## src/lre_pkg.sv

```systemverilog
`timescale 1ns / 1ps
`default_nettype none

package lre_pkg;

    // Field widths fixed by the stream format.
    localparam int LEVEL_W    = 24;
    localparam int TIME_W     = 16;
    localparam int RATE_W     = 18;
    localparam int REQ_W      = 2;
    localparam int COUNT_W    = 24;
    localparam int PROD_W     = RATE_W + TIME_W;
    localparam int S_DATA_W   = 40;
    localparam int M_DATA_W   = 32;
    localparam int STEP_CNT_W = 7;

    // Sample rate after reset.
    localparam logic [RATE_W-1:0]  RATE_RESET = RATE_W'(48000);

    // Division of rate * time by 1000: the product is first shifted right by
    // three (1000 = 8 * 125), then multiplied by ceil(2^38 / 125) and shifted
    // right by 38. This is exact for any shifted product below 2^31.
    localparam int                 MS_SHIFT     = 3;
    localparam int                 RECIP_W      = 32;
    localparam int                 RECIP_SHIFT  = 38;
    localparam logic [RECIP_W-1:0] RECIP_125    = 32'd2199023256;
    localparam int                 RECIP_PROD_W = PROD_W - MS_SHIFT + RECIP_W;

    // Request codes carried in the slave-side tuser.
    typedef enum logic [REQ_W-1:0] {
        REQ_TICK = 2'd0,
        REQ_SET  = 2'd1,
        REQ_RAMP = 2'd2,
        REQ_NONE = 2'd3
    } req_t;

    // Start command for the divider.
    typedef struct packed {
        logic                  start;
        logic [STEP_CNT_W-1:0] steps;
    } div_ctl_t;

endpackage

`default_nettype wire

```

## src/lre_div.sv

```systemverilog
`timescale 1ns / 1ps
`default_nettype none

// Restoring divider, one quotient bit per cycle. The dividend is loaded
// aligned to the top of the shift register; after ctl.steps steps the low
// ctl.steps bits hold the quotient and done pulses for one cycle.
module lre_div #(
    parameter int DIV_W = 48
) (
    input  wire logic                       aclk,
    input  wire logic                       aresetn,
    input  wire lre_pkg::div_ctl_t          ctl,
    input  wire logic [DIV_W-1:0]           dividend,
    input  wire logic [lre_pkg::COUNT_W-1:0] divisor,
    output logic                            done,
    output logic [DIV_W-1:0]                quotient
);
    import lre_pkg::*;

    logic [DIV_W-1:0]      dq_reg;
    logic [COUNT_W-1:0]    rem_reg;
    logic [COUNT_W-1:0]    dvs_reg;
    logic [STEP_CNT_W-1:0] cnt_reg;
    logic                  busy_reg;
    logic                  done_reg;

    logic [COUNT_W:0]      trial;
    logic [COUNT_W:0]      diff;
    logic                  fits;

    // Trial subtraction of the divisor from the shifted partial remainder.
    always_comb begin
        trial = {rem_reg, dq_reg[DIV_W-1]};
        diff  = trial - {1'b0, dvs_reg};
        fits  = ~diff[COUNT_W];
    end

    // Control: step counter, busy and done flags.
    always_ff @(posedge aclk) begin
        if (!aresetn) begin
            busy_reg <= 1'b0;
            done_reg <= 1'b0;
            cnt_reg  <= '0;
        end else begin
            done_reg <= 1'b0;
            if (ctl.start) begin
                busy_reg <= 1'b1;
                cnt_reg  <= ctl.steps;
            end else if (busy_reg) begin
                cnt_reg <= cnt_reg - STEP_CNT_W'(1);
                if (cnt_reg == STEP_CNT_W'(1)) begin
                    busy_reg <= 1'b0;
                    done_reg <= 1'b1;
                end
            end
        end
    end

    // Datapath: remainder and dividend/quotient shift register.
    always_ff @(posedge aclk) begin
        if (ctl.start) begin
            dq_reg  <= dividend;
            rem_reg <= '0;
            dvs_reg <= divisor;
        end else if (busy_reg) begin
            dq_reg  <= {dq_reg[DIV_W-2:0], fits};
            rem_reg <= fits ? diff[COUNT_W-1:0] : trial[COUNT_W-1:0];
        end
    end

    assign done     = done_reg;
    assign quotient = dq_reg;

endmodule

`default_nettype wire

```

## src/linear_ramp_envelope.sv

```systemverilog
// Linear ramp envelope generator.
//
// Items arrive on the s_axis channel: tuser carries the request (tick one
// sample, set the level, or start a ramp), tdata carries the target level and
// the ramp time in milliseconds. Every accepted beat yields exactly one beat
// on m_axis with the level after the request and a flag that is set once no
// ramp samples remain. The user writes the sample rate through cfg_wr_en and
// cfg_wr_data only while the block is idle; the block does not enforce it.
//
// Ticks, level loads and unused codes pass through the decode and emit states
// before their result beat is presented, and no new item is taken until then.
// A ramp request forms rate * time in the decode state, turns it into a
// sample count by a reciprocal multiplication in the scale state, then
// divides the level span by that count in the restoring divider
// (VALUE_BITS + EXTRA_FRAC_BITS steps) before its beat is presented; a ramp of
// no samples skips the divider. One item is in flight at a time;
// s_axis_tready is high only while the sequencer is idle. When the receiver
// stalls, the beat stays in the output register; the next item may be
// accepted and worked on, but waits before presenting its beat. Reset clears
// the level, step and remaining sample count and sets the rate to 48000 Hz.
`timescale 1ns / 1ps
`default_nettype none

module linear_ramp_envelope #(
    parameter int VALUE_BITS      = 24,
    parameter int EXTRA_FRAC_BITS = 24
) (
    input  wire logic                         aclk,
    input  wire logic                         aresetn,
    input  wire logic                         cfg_wr_en,
    input  wire logic [lre_pkg::RATE_W-1:0]   cfg_wr_data,
    input  wire logic                         s_axis_tvalid,
    output logic                              s_axis_tready,
    // [23:0] target_value, [39:24] ramp_time_ms
    input  wire logic [lre_pkg::S_DATA_W-1:0] s_axis_tdata,
    // [1:0] req_type
    input  wire logic [lre_pkg::REQ_W-1:0]    s_axis_tuser,
    output logic                              m_axis_tvalid,
    input  wire logic                         m_axis_tready,
    // [23:0] level_out, [24] finished, [31:25] zero
    output logic [lre_pkg::M_DATA_W-1:0]      m_axis_tdata
);
    import lre_pkg::*;

    localparam int ACC_BITS = VALUE_BITS + EXTRA_FRAC_BITS;

    typedef enum logic [5:0] {
        ST_IDLE      = 6'b000001,
        ST_DECODE    = 6'b000010,
        ST_SCALE     = 6'b000100,
        ST_COUNT     = 6'b001000,
        ST_WAIT_STEP = 6'b010000,
        ST_EMIT      = 6'b100000
    } state_t;

    state_t                      state_reg, state_next;
    logic [RATE_W-1:0]           rate_reg;
    req_t                        req_reg, req_next;
    logic signed [LEVEL_W-1:0]   tgt_reg, tgt_next;
    logic [TIME_W-1:0]           time_reg, time_next;
    logic [ACC_BITS-1:0]         level_reg, level_next;
    logic [ACC_BITS-1:0]         step_reg, step_next;
    logic [COUNT_W-1:0]          left_reg, left_next;
    logic [PROD_W-1:0]           prod_reg, prod_next;
    logic [COUNT_W-1:0]          count_reg, count_next;
    logic                        up_reg, up_next;
    logic                        m_valid_reg, m_valid_next;
    logic [M_DATA_W-1:0]         m_data_reg, m_data_next;

    logic                        s_accept;
    logic [ACC_BITS-1:0]         tgt_acc;
    logic [PROD_W-1:0]           product;
    logic [RECIP_PROD_W-1:0]     recip_prod;
    logic [COUNT_W-1:0]          count_sat;
    logic                        go_up;
    logic [ACC_BITS-1:0]         span;
    logic signed [VALUE_BITS-1:0] level_top;
    logic [LEVEL_W-1:0]          level_out;

    div_ctl_t                    div_ctl;
    logic [ACC_BITS-1:0]         div_dividend;
    logic [COUNT_W-1:0]          div_divisor;
    logic                        div_done;
    logic [ACC_BITS-1:0]         div_quot;

    lre_div #(
        .DIV_W (ACC_BITS)
    ) u_div (
        .aclk     (aclk),
        .aresetn  (aresetn),
        .ctl      (div_ctl),
        .dividend (div_dividend),
        .divisor  (div_divisor),
        .done     (div_done),
        .quotient (div_quot)
    );

    assign s_axis_tready = (state_reg == ST_IDLE);
    assign s_accept      = s_axis_tvalid & s_axis_tready;
    assign m_axis_tvalid = m_valid_reg;
    assign m_axis_tdata  = m_data_reg;

    // Shared arithmetic: target in accumulator format, rate * time, the
    // sample count by reciprocal multiplication, and the direction and span
    // of the ramp.
    always_comb begin
        tgt_acc    = ACC_BITS'(tgt_reg) << EXTRA_FRAC_BITS;
        product    = PROD_W'(rate_reg) * PROD_W'(time_reg);
        recip_prod = RECIP_PROD_W'(prod_reg[PROD_W-1:MS_SHIFT])
                   * RECIP_PROD_W'(RECIP_125);
        count_sat  = (|recip_prod[RECIP_PROD_W-1:RECIP_SHIFT+COUNT_W])
                   ? {COUNT_W{1'b1}} : recip_prod[RECIP_SHIFT +: COUNT_W];
        go_up      = $signed(tgt_acc) >= $signed(level_reg);
        span       = go_up ? (tgt_acc - level_reg) : (level_reg - tgt_acc);
        level_top  = level_reg[ACC_BITS-1 -: VALUE_BITS];
        level_out  = LEVEL_W'(level_top);
    end

    // Sequencer.
    always_comb begin
        state_next   = state_reg;
        req_next     = req_reg;
        tgt_next     = tgt_reg;
        time_next    = time_reg;
        level_next   = level_reg;
        step_next    = step_reg;
        left_next    = left_reg;
        prod_next    = prod_reg;
        count_next   = count_reg;
        up_next      = up_reg;
        m_valid_next = m_valid_reg & ~m_axis_tready;
        m_data_next  = m_data_reg;
        div_ctl      = '0;
        div_dividend = '0;
        div_divisor  = '0;

        unique case (state_reg)
            ST_IDLE: begin
                if (s_accept) begin
                    req_next   = req_t'(s_axis_tuser);
                    tgt_next   = s_axis_tdata[LEVEL_W-1:0];
                    time_next  = s_axis_tdata[LEVEL_W +: TIME_W];
                    state_next = ST_DECODE;
                end
            end
            ST_DECODE: begin
                state_next = ST_EMIT;
                unique case (req_reg)
                    REQ_TICK: begin
                        if (left_reg != '0) begin
                            left_next  = left_reg - COUNT_W'(1);
                            level_next = level_reg + step_reg;
                        end
                    end
                    REQ_SET: begin
                        level_next = tgt_acc;
                        step_next  = '0;
                        left_next  = '0;
                    end
                    REQ_RAMP: begin
                        prod_next  = product;
                        state_next = ST_SCALE;
                    end
                    default: begin
                    end
                endcase
            end
            ST_SCALE: begin
                // Sample count = rate * time / 1000.
                count_next = count_sat;
                state_next = ST_COUNT;
            end
            ST_COUNT: begin
                if (count_reg == '0) begin
                    // A ramp of no samples lands on the target at once.
                    level_next = tgt_acc;
                    step_next  = '0;
                    left_next  = '0;
                    state_next = ST_EMIT;
                end else begin
                    up_next       = go_up;
                    div_ctl.start = 1'b1;
                    div_ctl.steps = STEP_CNT_W'(ACC_BITS);
                    div_dividend  = span;
                    div_divisor   = count_reg;
                    state_next    = ST_WAIT_STEP;
                end
            end
            ST_WAIT_STEP: begin
                if (div_done) begin
                    step_next  = up_reg ? div_quot : (ACC_BITS'(0) - div_quot);
                    left_next  = count_reg;
                    state_next = ST_EMIT;
                end
            end
            ST_EMIT: begin
                // Present the beat once the output register is free.
                if (!m_valid_reg || m_axis_tready) begin
                    m_valid_next = 1'b1;
                    m_data_next  = M_DATA_W'({(left_reg == '0), level_out});
                    state_next   = ST_IDLE;
                end
            end
            default: begin
                state_next = ST_IDLE;
            end
        endcase
    end

    // Control and envelope state.
    always_ff @(posedge aclk) begin
        if (!aresetn) begin
            state_reg   <= ST_IDLE;
            rate_reg    <= RATE_RESET;
            level_reg   <= '0;
            step_reg    <= '0;
            left_reg    <= '0;
            m_valid_reg <= 1'b0;
        end else begin
            state_reg   <= state_next;
            level_reg   <= level_next;
            step_reg    <= step_next;
            left_reg    <= left_next;
            m_valid_reg <= m_valid_next;
            if (cfg_wr_en) begin
                rate_reg <= cfg_wr_data;
            end
        end
    end

    // Request and result payload.
    always_ff @(posedge aclk) begin
        req_reg    <= req_next;
        tgt_reg    <= tgt_next;
        time_reg   <= time_next;
        prod_reg   <= prod_next;
        count_reg  <= count_next;
        up_reg     <= up_next;
        m_data_reg <= m_data_next;
    end

    // The divider only finishes while the sequencer waits for it.
    a_div_done_waited: assert property (@(posedge aclk) disable iff (!aresetn)
        div_done |-> (state_reg == ST_WAIT_STEP))
        else $error("divider finished outside a wait state");

    // An accepted beat closes the input until the item is done.
    a_accept_closes: assert property (@(posedge aclk) disable iff (!aresetn)
        s_accept |=> (!s_axis_tready && state_reg == ST_DECODE))
        else $error("input still open after a beat was accepted");

    // A ramp that reaches the step division always leaves samples to run.
    a_ramp_has_samples: assert property (@(posedge aclk) disable iff (!aresetn)
        (state_reg == ST_WAIT_STEP && div_done) |=> (left_reg != '0))
        else $error("ramp started with no samples left");

endmodule

`default_nettype wire
```

## config.mk

```make
export PLATFORM = sky130hd
export DESIGN_NAME = linear_ramp_envelope
export DESIGN_NICKNAME = d
export VERILOG_FILES = /design/src/lre_pkg.sv /design/src/lre_div.sv /design/src/linear_ramp_envelope.sv
export SDC_FILE = /design/constraint.sdc
export NUM_CORES = 2
export LEC_CHECK = 0
export BUFFER_PORTS_ARGS = -buffer_cell sky130_fd_sc_hd__buf_2
export CELL_PAD_IN_SITES_DETAIL_PLACEMENT = 0
export CELL_PAD_IN_SITES_GLOBAL_PLACEMENT = 1
export CORE_MARGIN = 1.5
export CORE_UTILIZATION = 40
export DETAILED_ROUTE_END_ITERATION = 6
export PLACE_DENSITY = 0.77
export SYNTH_ARGS = -nofsm -noshare
export SYNTH_HDL_FRONTEND = slang
export SYNTH_HIERARCHICAL = 1
export SYNTH_SLANG_ARGS = --single-unit
```

## constraint.sdc

```tcl
create_clock -name aclk -period 9.2 [get_ports aclk]
set_clock_uncertainty 0.05 [all_clocks]
set_input_delay 1.84 -clock aclk [delete_from_list [all_inputs] [get_ports aclk]]
set_output_delay 1.84 -clock aclk [all_outputs]
set_load 0.05 [all_outputs]
```

==> flow_metrics.tcl <==
set metrics [dict create \
    avgRoutedWirePerCell_microns 18.8 \
    crit_fanout 23 \
    portBuffers 91 \
    die_h_microns 345 \
    grt_overflow_total 0 \
    fp.dieArea_sq_um 119000 \
    numCtsBuffers 47 \
    routabilityCongestion 0.921 \
    crit_arrival_ns 8.05 \
    end_kind "flop" \
    hold_viol 0 \
    initial_core_util 0.403 \
    yosysTopAreaCell "fa_1" \
    ys_ff_latch 373 \
    finalSetupViolCount 0 \
    drc 0 \
    coreArea_sq_um 116000 \
    cp_top_family "adder cells" \
    yosysTopAreaCellShare 0.219 \
    synth_cells 5159 \
    drive_gt1_frac 0.0613 \
    area_delta_synth_final_pct 7.23 \
    antenna_found_initial 0 \
    async_reset_ff_frac 0 \
    path_common_cell "fa_1" \
    worstSkewPairLatency_ns 0.63 \
    critPathMaxStageDelay_ns 0.67 \
    hold_path_class "flop to flop" \
    layoutNonFillerInstCount 6696 \
    critical_path_required_ns 9.53 \
    synth-edff-count 195 \
    grt_pass1_vias 36100 \
    grt_pass1_wl_mm 200 \
    synthMostInstantiatedCell "inv_1" \
    yosys_warnings 6 \
    rows 125 \
    finalWirelength_mm 126 \
    dr.pass1.iters 5 \
    fmax_mhz 130 \
    setup_tns_ns 0 \
    clockBufferDepth 3 \
    status "completed" \
    start_kind "flop" \
    dominantRegCellSynth "edfxtp_1" \
    antenna_cells 0 \
    ctsHoldBuffers 0 \
    drv_cap 0 \
    cts_tree "built" \
    dp_hpwl_mm 100 \
    finalCriticalPeriod_ns 7.71 \
    cts_setup_buffers 0 \
    root_buffer "clkbuf_16" \
    final_max_slew_viol_count 0 \
    synth_common_cells "inv_1 (923), ha_1 (606), fa_1 (512), nand2_1 (392), nor2_1 (320)" \
    syn_area_per_cell_sq_um 9.06 \
    cp_slowest_cell "edfxtp_1" \
    fp.dieW_microns 345 \
    grt_util_all_layers 0.212 \
    drt-initial-drc-count 2183 \
    vias 35700 \
    path_clk_slew_ns 0.06 \
    drtAntennaViolNets 0 \
    routed_via_density 5.33 \
    slew_headroom 0.215 \
    fin_nets 6316 \
    syn-cell-area_sq_um 46800 \
    ctsResizeCount 0 \
    rsz0062_at_grt "false" \
    path_buf_inv 7 \
    yosysSeqAreaShare 0.201 \
    clkSinkCount 373 \
    synth_cell_types 103 \
    h-tree-depth 2 \
    synth_area_leaders "fa_1 (22%), ha_1 (16%), edfxtp_1 (13%)" \
    dpl.cell_count 6608 \
    tightest_slew_ns 1.17 \
    grt_max_degree 95 \
    finalCritPeriodShare 0.839 \
    ioPinCount 99 \
    critPathKind "flop to flop" \
]
## kinds of logic after synthesis
logic type | count (synthesis) | synth area share
buffers and inverters | 1127 | 0.0940
other | 1 | 0.0000802
AO/OA/AOI/OAI | 952 | 0.132
adder cells (fa/ha/maj) | 1118 | 0.381
flip-flops | 373 | 0.201
AND/OR/NAND/NOR | 1319 | 0.137
multiplexers | 88 | 0.0202
XOR/XNOR | 181 | 0.0339
## final timing paths
check / start / to / slack, ns / depth (start not counted)
setup / recovery: prod_reg[24]$_DFFE_PP_ / count_reg[14]$_SDFFCE_PP1P_ / 1.49 / 25
hold / removal: step_reg[45]$_SDFFE_PN0P_ / step_reg[45]$_SDFFE_PN0P_ / 0.41 / 2
setup reg to reg: prod_reg[24]$_DFFE_PP_ / count_reg[14]$_SDFFCE_PP1P_ / 1.49 / 25
hold reg to reg: step_reg[45]$_SDFFE_PN0P_ / step_reg[45]$_SDFFE_PN0P_ / 0.41 / 2
## routing by layer
metal,up-vias,global-route usage,part of all wire
li1,17200,-,-
met3,131,0.0253,0.045
met5,-,0,0
met1,17600,0.301,0.48
met2,816,0.347,0.46
met4,0,0.0439,0.019
## placed cells by master, fill, tap and decap left out, drive strengths merged, types with 116 or more instances in the layout
cell / count
nand2: 392
inv: 930
a21oi: 320
buf: 116
edfxtp: 195
nor2: 325
dfxtp: 178
o21ai: 185
fa: 512
and2: 149
ha: 606
## area by class of cell
class	count	area [sq um]
inverters	925	3480
clock buffers	61	1330
well taps	1524	1910
multi-input cells	3670	33100
repair buffers	116	643
fillers	11500	65900
flip-flops and latches	373	9420
clock inverters	27	304
## worst register-to-register path, cell delays in order (launching register included)
cell and delay [ns]:
edfxtp_1 0.67, ha_1 0.35, fa_1 0.43, fa_1 0.51, inv_1 0.06, fa_1 0.47, inv_1 0.06, fa_1 0.50
inv_1 0.06, fa_1 0.53, inv_1 0.05, fa_1 0.48, inv_1 0.05, fa_1 0.48, inv_1 0.04, ha_1 0.34
a21oi_1 0.15, o21ai_0 0.09, a31oi_1 0.39, a311oi_1 0.16, a221oi_1 0.57, nor2_1 0.14, nor2_1 0.19, o31ai_1 0.10
buf_4 0.20, or3_1 0.37
## per-stage QoR
step / hold WS, ns / utilization / worst slack, ns / instance area (sq um)
finish: 0.410 / 0.432 / 1.49 / 50100
global route: 0.452 / 0.432 / 1.07 / 50100
CTS: 0.415 / 0.432 / 1.42 / 50100
detailed placement: 0.402 / 0.418 / 1.38 / 48500
global placement: 0.395 / 0.418 / 1.46 / 48500
floorplan: 0.379 / - / 2.39 / 46800
Power is not shown: default switching activity piles up to over one toggle a cycle in this logic, so the estimate is an artifact.
